`config.mk`:
```
export PLATFORM = sky130hd
export DESIGN_NAME = mandelbrot_escape_time
export DESIGN_NICKNAME = d
export VERILOG_FILES = /design/src/rtl/core/mbet_pkg.sv /design/src/rtl/core/mbet_ctrl.sv /design/src/rtl/core/mbet_dpath.sv /design/src/rtl/core/mandelbrot_escape_time.sv
export SDC_FILE = /design/constraint.sdc
export NUM_CORES = 2
export LEC_CHECK = 0
export BUFFER_PORTS_ARGS = -buffer_cell sky130_fd_sc_hd__buf_4
export CORE_MARGIN = 2
export CORE_UTILIZATION = 65
export CTS_BUF_LIST = sky130_fd_sc_hd__clkbuf_4 sky130_fd_sc_hd__clkbuf_8 sky130_fd_sc_hd__clkbuf_16
export CTS_CLUSTER_SIZE = 20
export DETAILED_ROUTE_END_ITERATION = 6
export GPL_ROUTABILITY_DRIVEN = 0
export PLACE_DENSITY = 0.82
export SLEW_MARGIN = 20
export SYNTH_ARGS = -nofsm -noshare
export SYNTH_HDL_FRONTEND = slang
export SYNTH_SLANG_ARGS = --single-unit
```
`constraint.sdc`:
```
create_clock -name clk_i -period 12.75 [get_ports clk_i]
set_clock_uncertainty 0.05 [all_clocks]
set_input_delay 3.1875 -clock clk_i [delete_from_list [all_inputs] [get_ports clk_i]]
set_output_delay 3.1875 -clock clk_i [all_outputs]
set_load 0.02 [all_outputs]
```
`src/rtl/core/mbet_pkg.sv`:
```
// Shared types and constants for the escape-time evaluator.
// Depends on nothing; every other file in rtl/core imports it.
package mbet_pkg;

  localparam int DATA_W        = 32;
  localparam int PROD_W        = 2 * DATA_W;
  localparam int SUM_W         = PROD_W + 1;
  localparam int CNT_W         = 16;
  localparam int PIX_W         = 12;
  localparam int DIM_W         = 13;
  localparam int SCALE_W       = 31;
  localparam int CLAMP_W       = 17;
  localparam int TWICE_W       = CLAMP_W + 1;
  localparam int CFG_IDX_W     = 3;
  localparam int IN_DATA_W     = 24;
  localparam int OUT_DATA_W    = 40;
  localparam int MAX_DIM_DEF   = 4096;
  localparam int FRAC_BITS_DEF = 28;

  typedef enum logic [CFG_IDX_W-1:0] {
    REG_SCALE    = 3'd0,
    REG_OFFSET_X = 3'd1,
    REG_OFFSET_Y = 3'd2,
    REG_WIDTH    = 3'd3,
    REG_HEIGHT   = 3'd4,
    REG_LIMIT    = 3'd5
  } reg_idx_e;

  typedef enum logic [2:0] {
    MUL_MAP_X,
    MUL_MAP_Y,
    MUL_XX,
    MUL_YY,
    MUL_XY
  } mul_sel_e;

  typedef enum logic [3:0] {
    S_IDLE,
    S_MAP_X,
    S_MAP_Y,
    S_INIT,
    S_SQ_X,
    S_SQ_Y,
    S_XY,
    S_UPD,
    S_DONE
  } state_e;

  typedef struct packed {
    logic [SCALE_W-1:0]       scale;
    logic signed [DATA_W-1:0] offset_x;
    logic signed [DATA_W-1:0] offset_y;
    logic [DIM_W-1:0]         width;
    logic [DIM_W-1:0]         height;
    logic [CNT_W-1:0]         limit;
  } cfg_t;

  typedef struct packed {
    mul_sel_e mul_sel;
    logic     load_in;
    logic     cap_x0;
    logic     init;
    logic     cap_xx;
    logic     cap_yy;
    logic     upd;
    logic     load_out;
  } cmd_t;

  typedef struct packed {
    logic at_limit;
    logic escape;
  } stat_t;

endpackage

```
`src/rtl/core/mbet_ctrl.sv`:
```
// Sequencer for the escape-time evaluator: steps the shared multiplier
// through mapping and iteration and owns the handshakes. Uses mbet_pkg.
module mbet_ctrl (
  input  logic            clk_i,
  input  logic            rst_ni,
  input  logic            in_valid_i,
  output logic            in_ready_o,
  output logic            out_valid_o,
  input  logic            out_ready_i,
  input  mbet_pkg::stat_t stat_i,
  output mbet_pkg::cmd_t  cmd_o
);
  import mbet_pkg::*;

  state_e state_q, state_d;
  logic   out_valid_q, out_valid_d;

  always_ff @(posedge clk_i or negedge rst_ni) begin
    if (!rst_ni) begin
      state_q     <= S_IDLE;
      out_valid_q <= 1'b0;
    end else begin
      state_q     <= state_d;
      out_valid_q <= out_valid_d;
    end
  end

  always_comb begin
    state_d       = state_q;
    cmd_o         = '0;
    cmd_o.mul_sel = MUL_XX;
    in_ready_o    = 1'b0;
    case (state_q)
      S_IDLE: begin
        in_ready_o = 1'b1;
        if (in_valid_i) begin
          cmd_o.load_in = 1'b1;
          state_d       = S_MAP_X;
        end
      end
      S_MAP_X: begin
        cmd_o.mul_sel = MUL_MAP_X;
        state_d       = S_MAP_Y;
      end
      S_MAP_Y: begin
        cmd_o.mul_sel = MUL_MAP_Y;
        cmd_o.cap_x0  = 1'b1;
        state_d       = S_INIT;
      end
      // first iteration from zero lands on c itself
      S_INIT: begin
        cmd_o.init = 1'b1;
        state_d    = stat_i.at_limit ? S_DONE : S_SQ_X;
      end
      S_SQ_X: begin
        cmd_o.mul_sel = MUL_XX;
        state_d       = S_SQ_Y;
      end
      S_SQ_Y: begin
        cmd_o.mul_sel = MUL_YY;
        cmd_o.cap_xx  = 1'b1;
        state_d       = S_XY;
      end
      S_XY: begin
        cmd_o.mul_sel = MUL_XY;
        cmd_o.cap_yy  = 1'b1;
        state_d       = stat_i.escape ? S_DONE : S_UPD;
      end
      S_UPD: begin
        cmd_o.upd = 1'b1;
        state_d   = stat_i.at_limit ? S_DONE : S_SQ_X;
      end
      // hold until the output register is free
      S_DONE: begin
        if (!out_valid_q || out_ready_i) begin
          cmd_o.load_out = 1'b1;
          state_d        = S_IDLE;
        end
      end
      default: state_d = S_IDLE;
    endcase
  end

  always_comb begin
    out_valid_d = out_valid_q;
    if (cmd_o.load_out) begin
      out_valid_d = 1'b1;
    end else if (out_ready_i) begin
      out_valid_d = 1'b0;
    end
  end

  assign out_valid_o = out_valid_q;

endmodule

```
`src/rtl/core/mbet_dpath.sv`:
```
// Datapath of the escape-time evaluator: one shared 32x32 signed multiplier,
// iteration registers, count and output register. Uses mbet_pkg.
module mbet_dpath #(
  parameter int MAX_DIM   = mbet_pkg::MAX_DIM_DEF,
  parameter int FRAC_BITS = mbet_pkg::FRAC_BITS_DEF
) (
  input  logic                        clk_i,
  input  logic                        rst_ni,
  input  mbet_pkg::cfg_t              cfg_i,
  input  mbet_pkg::cmd_t              cmd_i,
  output mbet_pkg::stat_t             stat_o,
  input  logic [mbet_pkg::PIX_W-1:0]  pixel_x_i,
  input  logic [mbet_pkg::PIX_W-1:0]  pixel_y_i,
  output logic [mbet_pkg::CNT_W-1:0]  count_o,
  output logic [mbet_pkg::PIX_W-1:0]  echo_x_o,
  output logic [mbet_pkg::PIX_W-1:0]  echo_y_o
);
  import mbet_pkg::*;

  localparam int SH_W  = PROD_W - FRAC_BITS;
  localparam int CMP_W = (SH_W + 1 > FRAC_BITS + 4) ? SH_W + 1 : FRAC_BITS + 4;
  localparam logic signed [CMP_W-1:0] FOUR = CMP_W'(4) <<< FRAC_BITS;
  localparam logic [CLAMP_W-1:0] DIM_LIM = CLAMP_W'(MAX_DIM);

  function automatic logic signed [DATA_W-1:0] sat32(input logic signed [SUM_W-1:0] v);
    logic [SUM_W-DATA_W:0] top;
    top = v[SUM_W-1:DATA_W-1];
    if ((&top) || !(|top)) begin
      return v[DATA_W-1:0];
    end else if (v[SUM_W-1]) begin
      return {1'b1, {(DATA_W-1){1'b0}}};
    end else begin
      return {1'b0, {(DATA_W-1){1'b1}}};
    end
  endfunction

  logic [PIX_W-1:0]         px_q, py_q;
  logic signed [PROD_W-1:0] prod_q, prod_d;
  logic signed [DATA_W-1:0] x0_q, y0_q, x_q, y_q;
  logic signed [SH_W-1:0]   xx_q, yy_q;
  logic [CNT_W-1:0]         count_q;
  logic [CNT_W-1:0]         out_cnt_q;
  logic [PIX_W-1:0]         out_x_q, out_y_q;

  logic [CLAMP_W-1:0]       width_c, height_c;
  logic signed [TWICE_W-1:0] twice_x, twice_y;
  logic signed [DATA_W-1:0] mul_a, mul_b;
  logic signed [PROD_W-1:0] map_v;
  logic signed [SUM_W-1:0]  map_x_sum, map_y_sum;
  logic signed [DATA_W-1:0] x0_new, y0_new;
  logic signed [SH_W-1:0]   prod_sh;
  logic signed [SUM_W-1:0]  x_sum, y_sum;
  logic signed [CMP_W-1:0]  esc_sum;
  logic [CNT_W-1:0]         lim_eff;

  // clamp the area size, then (2*pos - size) for the pixel offset
  assign width_c  = ({4'd0, cfg_i.width}  > DIM_LIM) ? DIM_LIM : {4'd0, cfg_i.width};
  assign height_c = ({4'd0, cfg_i.height} > DIM_LIM) ? DIM_LIM : {4'd0, cfg_i.height};
  assign twice_x  = $signed({5'd0, px_q, 1'b0}) - $signed({1'b0, width_c});
  assign twice_y  = $signed({5'd0, py_q, 1'b0}) - $signed({1'b0, height_c});

  always_comb begin
    case (cmd_i.mul_sel)
      MUL_MAP_X: begin
        mul_a = DATA_W'(twice_x);
        mul_b = $signed({1'b0, cfg_i.scale});
      end
      MUL_MAP_Y: begin
        mul_a = DATA_W'(twice_y);
        mul_b = $signed({1'b0, cfg_i.scale});
      end
      MUL_XX: begin
        mul_a = x_q;
        mul_b = x_q;
      end
      MUL_YY: begin
        mul_a = y_q;
        mul_b = y_q;
      end
      MUL_XY: begin
        mul_a = x_q;
        mul_b = y_q;
      end
      default: begin
        mul_a = x_q;
        mul_b = y_q;
      end
    endcase
  end

  assign prod_d = mul_a * mul_b;

  // mapping: halve with floor, then apply the offsets
  assign map_v     = prod_q >>> 1;
  assign map_x_sum = SUM_W'(map_v) + SUM_W'(cfg_i.offset_x);
  assign map_y_sum = SUM_W'(map_v) - SUM_W'(cfg_i.offset_y);
  assign x0_new    = sat32(map_x_sum);
  assign y0_new    = sat32(map_y_sum);

  // iteration: floor shift of the registered product
  assign prod_sh = prod_q[PROD_W-1:FRAC_BITS];
  assign x_sum   = SUM_W'(xx_q) - SUM_W'(yy_q) + SUM_W'(x0_q);
  assign y_sum   = (SUM_W'(prod_sh) <<< 1) + SUM_W'(y0_q);
  assign esc_sum = CMP_W'(xx_q) + CMP_W'(prod_sh);

  assign lim_eff = (cfg_i.limit == '0) ? CNT_W'(1) : cfg_i.limit;

  assign stat_o.escape   = (esc_sum >= FOUR);
  assign stat_o.at_limit = ({1'b0, count_q} + (CNT_W + 1)'(1)) >= {1'b0, lim_eff};

  always_ff @(posedge clk_i) begin
    prod_q <= prod_d;
    if (cmd_i.load_in) begin
      px_q <= pixel_x_i;
      py_q <= pixel_y_i;
    end
    if (cmd_i.cap_x0) begin
      x0_q <= x0_new;
    end
    if (cmd_i.init) begin
      y0_q <= y0_new;
      x_q  <= x0_q;
      y_q  <= y0_new;
    end
    if (cmd_i.cap_xx) begin
      xx_q <= prod_sh;
    end
    if (cmd_i.cap_yy) begin
      yy_q <= prod_sh;
    end
    if (cmd_i.upd) begin
      x_q <= sat32(x_sum);
      y_q <= sat32(y_sum);
    end
    if (cmd_i.load_out) begin
      out_cnt_q <= count_q;
      out_x_q   <= px_q;
      out_y_q   <= py_q;
    end
  end

  always_ff @(posedge clk_i or negedge rst_ni) begin
    if (!rst_ni) begin
      count_q <= '0;
    end else if (cmd_i.load_in) begin
      count_q <= '0;
    end else if (cmd_i.init || cmd_i.upd) begin
      count_q <= count_q + CNT_W'(1);
    end
  end

  assign count_o  = out_cnt_q;
  assign echo_x_o = out_x_q;
  assign echo_y_o = out_y_q;

endmodule

```
`src/rtl/core/mandelbrot_escape_time.sv`:
```
// Top level of the Mandelbrot escape-time evaluator: configuration registers,
// sequencer (mbet_ctrl) and datapath (mbet_dpath). Uses mbet_pkg.
//
//   channel  | direction | handshake                  | payload
//   ---------+-----------+----------------------------+---------------------------
//   s_axis   | in        | s_axis_tvalid/s_axis_tready | pixel_x, pixel_y
//   m_axis   | out       | m_axis_tvalid/m_axis_tready | iteration_count, echo_x, echo_y
//   cfg      | in        | cfg_valid_i/cfg_ready_o     | cfg_index_i, cfg_data_i
//
// Mapping and each iteration share one 32x32 multiplier: mapping runs the x and y
// products, and each iteration runs x*x, y*y and x*y through it, with a registered
// product before each update.
// One pixel is in work at a time; a new one is taken while the last result
// waits in the output register, and the finished pixel holds until that register
// frees. Reset clears the registers to their defaults (iteration limit 1).
// Configuration writes are always taken.
module mandelbrot_escape_time #(
  parameter int MAX_DIM   = mbet_pkg::MAX_DIM_DEF,
  parameter int FRAC_BITS = mbet_pkg::FRAC_BITS_DEF
) (
  input  logic                              clk_i,
  input  logic                              rst_ni,
  input  logic                              s_axis_tvalid,
  output logic                              s_axis_tready,
  // [11:0] pixel_x, [23:12] pixel_y
  input  logic [mbet_pkg::IN_DATA_W-1:0]    s_axis_tdata,
  output logic                              m_axis_tvalid,
  input  logic                              m_axis_tready,
  // [15:0] iteration_count, [27:16] echo_x, [39:28] echo_y
  output logic [mbet_pkg::OUT_DATA_W-1:0]   m_axis_tdata,
  input  logic                              cfg_valid_i,
  output logic                              cfg_ready_o,
  input  logic [mbet_pkg::CFG_IDX_W-1:0]    cfg_index_i,
  input  logic [mbet_pkg::DATA_W-1:0]       cfg_data_i
);
  import mbet_pkg::*;

  cfg_t  cfg_q;
  cmd_t  cmd;
  stat_t stat;

  logic [CNT_W-1:0] count;
  logic [PIX_W-1:0] echo_x, echo_y;

  assign cfg_ready_o = 1'b1;

  always_ff @(posedge clk_i or negedge rst_ni) begin
    if (!rst_ni) begin
      cfg_q.scale    <= '0;
      cfg_q.offset_x <= '0;
      cfg_q.offset_y <= '0;
      cfg_q.width    <= '0;
      cfg_q.height   <= '0;
      cfg_q.limit    <= CNT_W'(1);
    end else if (cfg_valid_i) begin
      case (reg_idx_e'(cfg_index_i))
        REG_SCALE:    cfg_q.scale    <= cfg_data_i[SCALE_W-1:0];
        REG_OFFSET_X: cfg_q.offset_x <= cfg_data_i;
        REG_OFFSET_Y: cfg_q.offset_y <= cfg_data_i;
        REG_WIDTH:    cfg_q.width    <= cfg_data_i[DIM_W-1:0];
        REG_HEIGHT:   cfg_q.height   <= cfg_data_i[DIM_W-1:0];
        REG_LIMIT:    cfg_q.limit    <= cfg_data_i[CNT_W-1:0];
        default: ;
      endcase
    end
  end

  mbet_ctrl u_ctrl (
    .clk_i       (clk_i),
    .rst_ni      (rst_ni),
    .in_valid_i  (s_axis_tvalid),
    .in_ready_o  (s_axis_tready),
    .out_valid_o (m_axis_tvalid),
    .out_ready_i (m_axis_tready),
    .stat_i      (stat),
    .cmd_o       (cmd)
  );

  mbet_dpath #(
    .MAX_DIM   (MAX_DIM),
    .FRAC_BITS (FRAC_BITS)
  ) u_dpath (
    .clk_i     (clk_i),
    .rst_ni    (rst_ni),
    .cfg_i     (cfg_q),
    .cmd_i     (cmd),
    .stat_o    (stat),
    .pixel_x_i (s_axis_tdata[PIX_W-1:0]),
    .pixel_y_i (s_axis_tdata[2*PIX_W-1:PIX_W]),
    .count_o   (count),
    .echo_x_o  (echo_x),
    .echo_y_o  (echo_y)
  );

  assign m_axis_tdata = {echo_y, echo_x, count};

  // a pixel transfer starts work, so no second one is taken right after
  a_one_in_flight: assert property (@(posedge clk_i) disable iff (!rst_ni)
    (s_axis_tvalid && s_axis_tready) |=> !s_axis_tready)
    else $error("input taken while a pixel is in work");

  a_count_nonzero: assert property (@(posedge clk_i) disable iff (!rst_ni)
    m_axis_tvalid |-> (count != '0))
    else $error("result with zero iterations");

  a_count_in_limit: assert property (@(posedge clk_i) disable iff (!rst_ni)
    m_axis_tvalid |-> (count <= cfg_q.limit || cfg_q.limit == '0))
    else $error("iteration count beyond the limit");

endmodule
```
* After elaboration in Yosys (flattened, before gate mapping) *
Index checks and enable logic that the tools add are counted.

word-level totals
  output and inout bits = 43
  bits of input ports = 64
  bits in registers = 486
  logic and storage cells = 126

cells by class
  order comparisons = 4
  equal/unequal tests = 18
  $add $sub $neg = 10
  reductions and logical operators = 35
  muxes and demuxes = 37
  multiply operators = 1

operators by type and width
  operator                                                             number
  two-way mux 32 bit                                                   12
  AND reduction 34 bit                                                 4
  OR reduction 34 bit                                                  4
  case mux 32 bit (3 select lines)                                     1
  adder 37 x 32 -> 38 bit                                              2
  adder 63 x 32 -> 64 bit                                              1
  multiplier 32 x 32 -> 64 bit                                         1
  case mux 32 bit (2 select lines)                                     1
  subtractor 63 x 32 -> 64 bit                                         1
  two-way mux 16 bit                                                   3
  adder 36 x 36 -> 37 bit                                              1
  greater-or-equal comparator 37 x 32 -> 1 bit, second input constant  1
  subtractor 36 x 36 -> 37 bit                                         1
  subtractor 13 x 17 -> 18 bit                                         2
  case mux 4 bit (8 select lines)                                      1
  greater-than comparator 13 bit, second input constant                2
  two-way mux 13 bit                                                   2
  adder 16 x 1 -> 17 bit, second input constant                        1
  greater-or-equal comparator 17 x 16 -> 1 bit                         1
  adder 16 x 1 -> 16 bit, second input constant                        1
  equality test 4 x 3 -> 1 bit, second input constant                  4
  logical NOT 16 bit                                                   1
  two-way mux 4 bit                                                    4
  AND reduction 2 bit                                                  7
  16 further kinds                                                     46

* Depth between registers and ports, before layout *
  depth after elaboration = 7
  mapped depth = 46
  gate-level depth less buffers = 45

* By module *
From an unflattened synthesis, not the netlist that was laid out.

second synthesis, totals
  cells, all modules = 7741
  area total of the unflattened synthesis = 71232.1 um^2

by module, submodules not included
  module                  sequential area each (um^2)  area an instance (um^2)  times used  cells each
  mbet_dpath              9589.2                       65410.2                  1           7407
  mandelbrot_escape_time  3429.5                       5485.3                   1           296
  mbet_ctrl               125.1                        336.6                    1           38

* Worst setup path after synthesis *
OpenSTA, ideal clock, no wires.

  path type = register to register
  start point = register cfg_q[28] (netlist bit)
  end point = register u_dpath.prod_q[62]
  slack = 2.325 ns
  period minus slack after synthesis = 10.425 ns
  data required time = 12.628 ns
  path buffers = 5
  stages on the path, launching flop included = 44
  setup time = 0.072 ns
  arrival time = 10.303 ns
  cells stage by stage = dfrtp_1 > inv_1 > clkbuf_1 > nand2_1 > ha_1 > a21oi_1 > o21ai_0 > a21o_1 > a2111oi_0 > o31ai_1 > a21o_1 > nand3_1 > buf_2 > buf_1 > o22a_1 > clkbuf_1 > nand2_1 > fa_1 > (+8 left out) > fa_1 > inv_1 > fa_1 > inv_1 > ha_1 > clkbuf_1 > a21oi_1 > o21ai_0 > a221oi_1 > and4_1 > o311ai_0 > nand2_1 > o221ai_1 > o31a_1 > nand2b_1 > nand4_1 > a31oi_1 > xnor2_1

on the way
  word-level cells in the longest chain between the ends = 5

RTL lines
  item                                  RTL line                      RTL
  from (decl)                           mandelbrot_escape_time.sv:38  cfg_t cfg_q;
  greater-than comparator 13 bit        mbet_dpath.sv:58              assign height_c = ({4'd0, cfg_i.height} > DIM_LIM) ? DIM_LIM : {4'd0, cfg_i.height};
  two-way mux 13 bit (*)                mbet_dpath.sv:58
  subtractor 13 x 17 -> 18 bit (*)      mbet_dpath.sv:60              assign twice_y = $signed({5'd0, py_q, 1'b0}) - $signed({1'b0, height_c});
  case mux 32 bit (3 select lines) (*)  mbet_dpath.sv:63              case (cmd_i.mul_sel)
  multiplier 32 x 32 -> 64 bit (*)      mbet_dpath.sv:91              assign prod_d = mul_a * mul_b;
  via u_dpath.prod_d[62]                mbet_dpath.sv:38              logic signed [PROD_W-1:0] prod_q, prod_d;
  to (signal assigned)                  mbet_dpath.sv:112             prod_q <= prod_d;
  to (decl)                             mbet_dpath.sv:38

The timed path passes the listed nets; every way through them passes the cells marked *.
A chain may end at the register's enable or synchronous reset.

* Final worst setup path *
  start point = register cfg_q[41] (netlist bit)
  end point = register u_dpath.prod_q[62]

on the way
  word-level cells in the longest chain between the ends = 5

RTL lines
  item                                  RTL line          RTL
  greater-than comparator 13 bit        mbet_dpath.sv:57  assign width_c = ({4'd0, cfg_i.width} > DIM_LIM) ? DIM_LIM : {4'd0, cfg_i.width};
  two-way mux 13 bit (*)                mbet_dpath.sv:57
  subtractor 13 x 17 -> 18 bit (*)      mbet_dpath.sv:59  assign twice_x = $signed({5'd0, px_q, 1'b0}) - $signed({1'b0, width_c});
  case mux 32 bit (3 select lines) (*)  mbet_dpath.sv:63
  multiplier 32 x 32 -> 64 bit (*)      mbet_dpath.sv:91
  via u_dpath.prod_d[62]                mbet_dpath.sv:38

Marks and branches as above.

==> key figures <==
Logic synthesis
  • Netlist cell types: ~110
  • #FFs+latches synth: 485
  • Syn nets: 9,566
  • Mapped Area: 0.07111 mm2
  • Cell count after synthesis: 7,916
  • Top FF cell, synth: edfxtp_1
  • Avg Cell Area, Syn: ~9 um2
  • Sequential area share after synthesis: 18.48%
  • Share of the synthesized area in the top cell type: 31.64%
  • Number of synthesized flops with an enable pin: 264
  • Synth top area cells: fa_1 (32%), edfxtp_1 (11%), ha_1 (8.1%)
  • Yosys warns: 0
  • Async SR Flop Fraction: 32.58%
  • Synth area leader: fa_1

STA
  • Final Hold Fails: 0
  • Sum Neg Setup Slack: 0 ns
  • Hold Slack: 0.4323 ns
  • RSZ-0062 raised after global routing: false
  • Slew @ Worst Pin: 1.236 ns
  • Setup-failing EPs final: 0
  • Slew Viols, Final: 0
  • Max_slew headroom: 17.60%
  • Final min period: 12.27 ns
  • Max Clock Freq: between 80 and 90 MHz
  • Crit share post-route: a little over nine tenths

CTS
  • CTS Buf Count: 50
  • CTS Sinks: a little under 500
  • Clock Tree Buf Depth: 3
  • Root Driver: clkbuf_16
  • CTS tree: built
  • H-tree levels: 2
  • Clock slew at reported path FFs: 0.07 ns
  • Worst skew pair latency: 0.65 ns
  • Hold buffers post-CTS: 0

Worst setup path
  • Crit path max-delay family: adder cells
  • Highest net fanout along the worst path: 33
  • CP Buf/Inv Count: 6
  • Critical path class: reg -> reg
  • CP max stage cell: o22ai_1
  • Worst EP required: 13.27 ns
  • Critical Path End Type: register
  • Delay of the slowest cell on the worst path: 0.73 ns
  • Critical Path AT: 12.79 ns
  • Startpoint types: register
  • Crit path top cell by count: fa_1

Route
  • Total Wirelength: between 200,000 and 250,000 um
  • DR vias/cell: approximately 6.4
  • Drt wl/cell: 24.17 um
  • Detailed Route Iter0 Violations: 7,526
  • Pre-antenna DRT Iters: 7
  • Drt drc: 7
  • Post-DRT Antenna Nets: 0
  • Total vias in the final route: around 60,000

Placement
  • Inst Count DP: around 9,200
  • PortBufs: between 100 and 150
  • DP Wirelength: 181,200 um

Die
  • Die Y: 334.8 um
  • Die footprint: between 0.1 and 0.15 mm2
  • # rows: 121
  • I/O pins: 107
  • Core Area: approximately 0.11 mm2
  • Die X: ~330 um
  • Initial Util: 65.42%

Cells and area
  • Area occupied by multi-input gates: 0.05176 mm2
  • Post-layout util: 69.33%
  • Synth-to-Final Area Change: 5.972%
  • Layout net count: 9,520
  • Register area: 0.01314 mm2
  • Layout cells sized above 1: 7.142%
  • Post-route non-filler standard cell count: approximately 9,300
  • Filler instances: between 8,000 and 9,000

Worst hold path
  • Hold Crit Class: reg -> reg

Global route
  • Wire length of the first global-routing pass: 348,500 um
  • Antenna violations before repair: 10
  • Total grt overflow: 0
  • Number of global-route vias before repair: roughly 60,000
  • Largest net degree at the start of global routing: 86
  • Tot GR Track Use: 40.72%

Run status
  • Failing checks: design-rule violations
  • Status: finished, violations left

Flow run
  • Max Cap Viol: 0
[layout make-up]
class / count / share of cell area (%)
clock buffer: 69 / 1.967
tap: 1414 / 2.348
antenna: 8 / 0.02657
sequential: 485 / 17.44
clock inverter: 24 / 0.2823
inverter: 1352 / 6.734
timing repair buffer: 250 / 2.517
multi-input combinational: 5731 / 68.68
[Yosys cell counts (111+ instances only)]
cell type,count
dfrtp_1,157
a21oi_1,417
clkbuf_1,305
fa_1,1124
ha_1,462
xnor2_1,151
inv_1,1348
a21o_1,163
mux2_2,111
o21ai_0,343
edfxtp_1,264
nand2_1,923
nor2_1,709
[final timing paths]
check	start	slack, ns	to	cells after the start
max in group asynchronous	rst_ni	8.94	cfg_q[21]$_DFFE_PN0P_	2
max	cfg_q[41]$_DFFE_PN0P_	0.48	u_dpath.prod_q[62]$_DFF_P_	40
min reg2reg	u_dpath.py_q[1]$_DFFE_PP_	0.43	u_dpath.echo_y_o[1]$_DFFE_PP_	0
max reg2reg	cfg_q[41]$_DFFE_PN0P_	0.48	u_dpath.prod_q[62]$_DFF_P_	40
min	u_dpath.py_q[1]$_DFFE_PP_	0.43	u_dpath.echo_y_o[1]$_DFFE_PP_	0
min in group asynchronous	rst_ni	2.52	cfg_q[45]$_DFFE_PN0P_	1
[layer usage]
metal  vias up  wire length [um]  track usage (%)
met5         -                54                0
met4         8             19840            27.96
met3      1092             31190            13.13
met2      4268             96180            60.50
met1     29140             78260            50.81
li1      25650                 -                -
[repair_timing]
action                     CTS  global route
setup buffers                0             0
setup endpoints to repair    0             2
resized for setup            0             1
[per-stage QoR]
| step | area, um2 | setup WS, ns |
|---|---|---|
| final | 75360 | 0.4795 |
| after global placement | 73610 | 0.9164 |
| after floorplan | 71110 | 2.325 |
| after global routing | 75340 | 0.05019 |
| after CTS | 75300 | 0.7117 |
| after detailed placement | 73610 | 0.7646 |
[cells by family after synthesis]
logic type | after synthesis | share of synthesized area [%]
compound gates | 1517 | 13.60
xor+xnor | 234 | 2.882
fa+ha+maj | 1586 | 39.77
buf+inv | 1700 | 9.102
flops | 485 | 18.48
mux | 147 | 2.264
other cells | 1 | 0.005273
simple gates | 2246 | 13.89
[placed cells by master (no fill, tap or decap), drive strengths merged, types with 83 or more instances in the layout]
| master | Yosys | final |
|---|---|---|
| buf | 41 | 250 |
| nand2 | 923 | 923 |
| o21a | 103 | 103 |
| xnor2 | 151 | 151 |
| a21o | 170 | 170 |
| o21ai | 372 | 372 |
| nor3 | 107 | 107 |
| dfrtp | 157 | 157 |
| nor2 | 709 | 709 |
| inv | 1350 | 1360 |
| fa | 1124 | 1124 |
| mux2 | 111 | 111 |
| edfxtp | 264 | 264 |
| a21oi | 420 | 420 |
| ha | 462 | 462 |
| xor2 | 83 | 83 |
| nand3 | 87 | 87 |
[state kept, by name (all words and copies together) (netlist names), 12 cells and up]
register,flops
u_dpath.echo_y_o,12
u_dpath.x0_q,32
u_dpath.count_o,16
u_dpath.prod_q,63
u_dpath.xx_q,36
u_dpath.count_q,16
u_dpath.y_q,32
u_dpath.px_q,12
u_dpath.yy_q,36
u_dpath.y0_q,32
u_dpath.x_q,32
u_dpath.py_q,12
cfg_q,137
u_dpath.echo_x_o,12
Power is left out: the tool's default activity adds up to more than one toggle a clock period on the data nets, which glitch-free logic cannot reach.
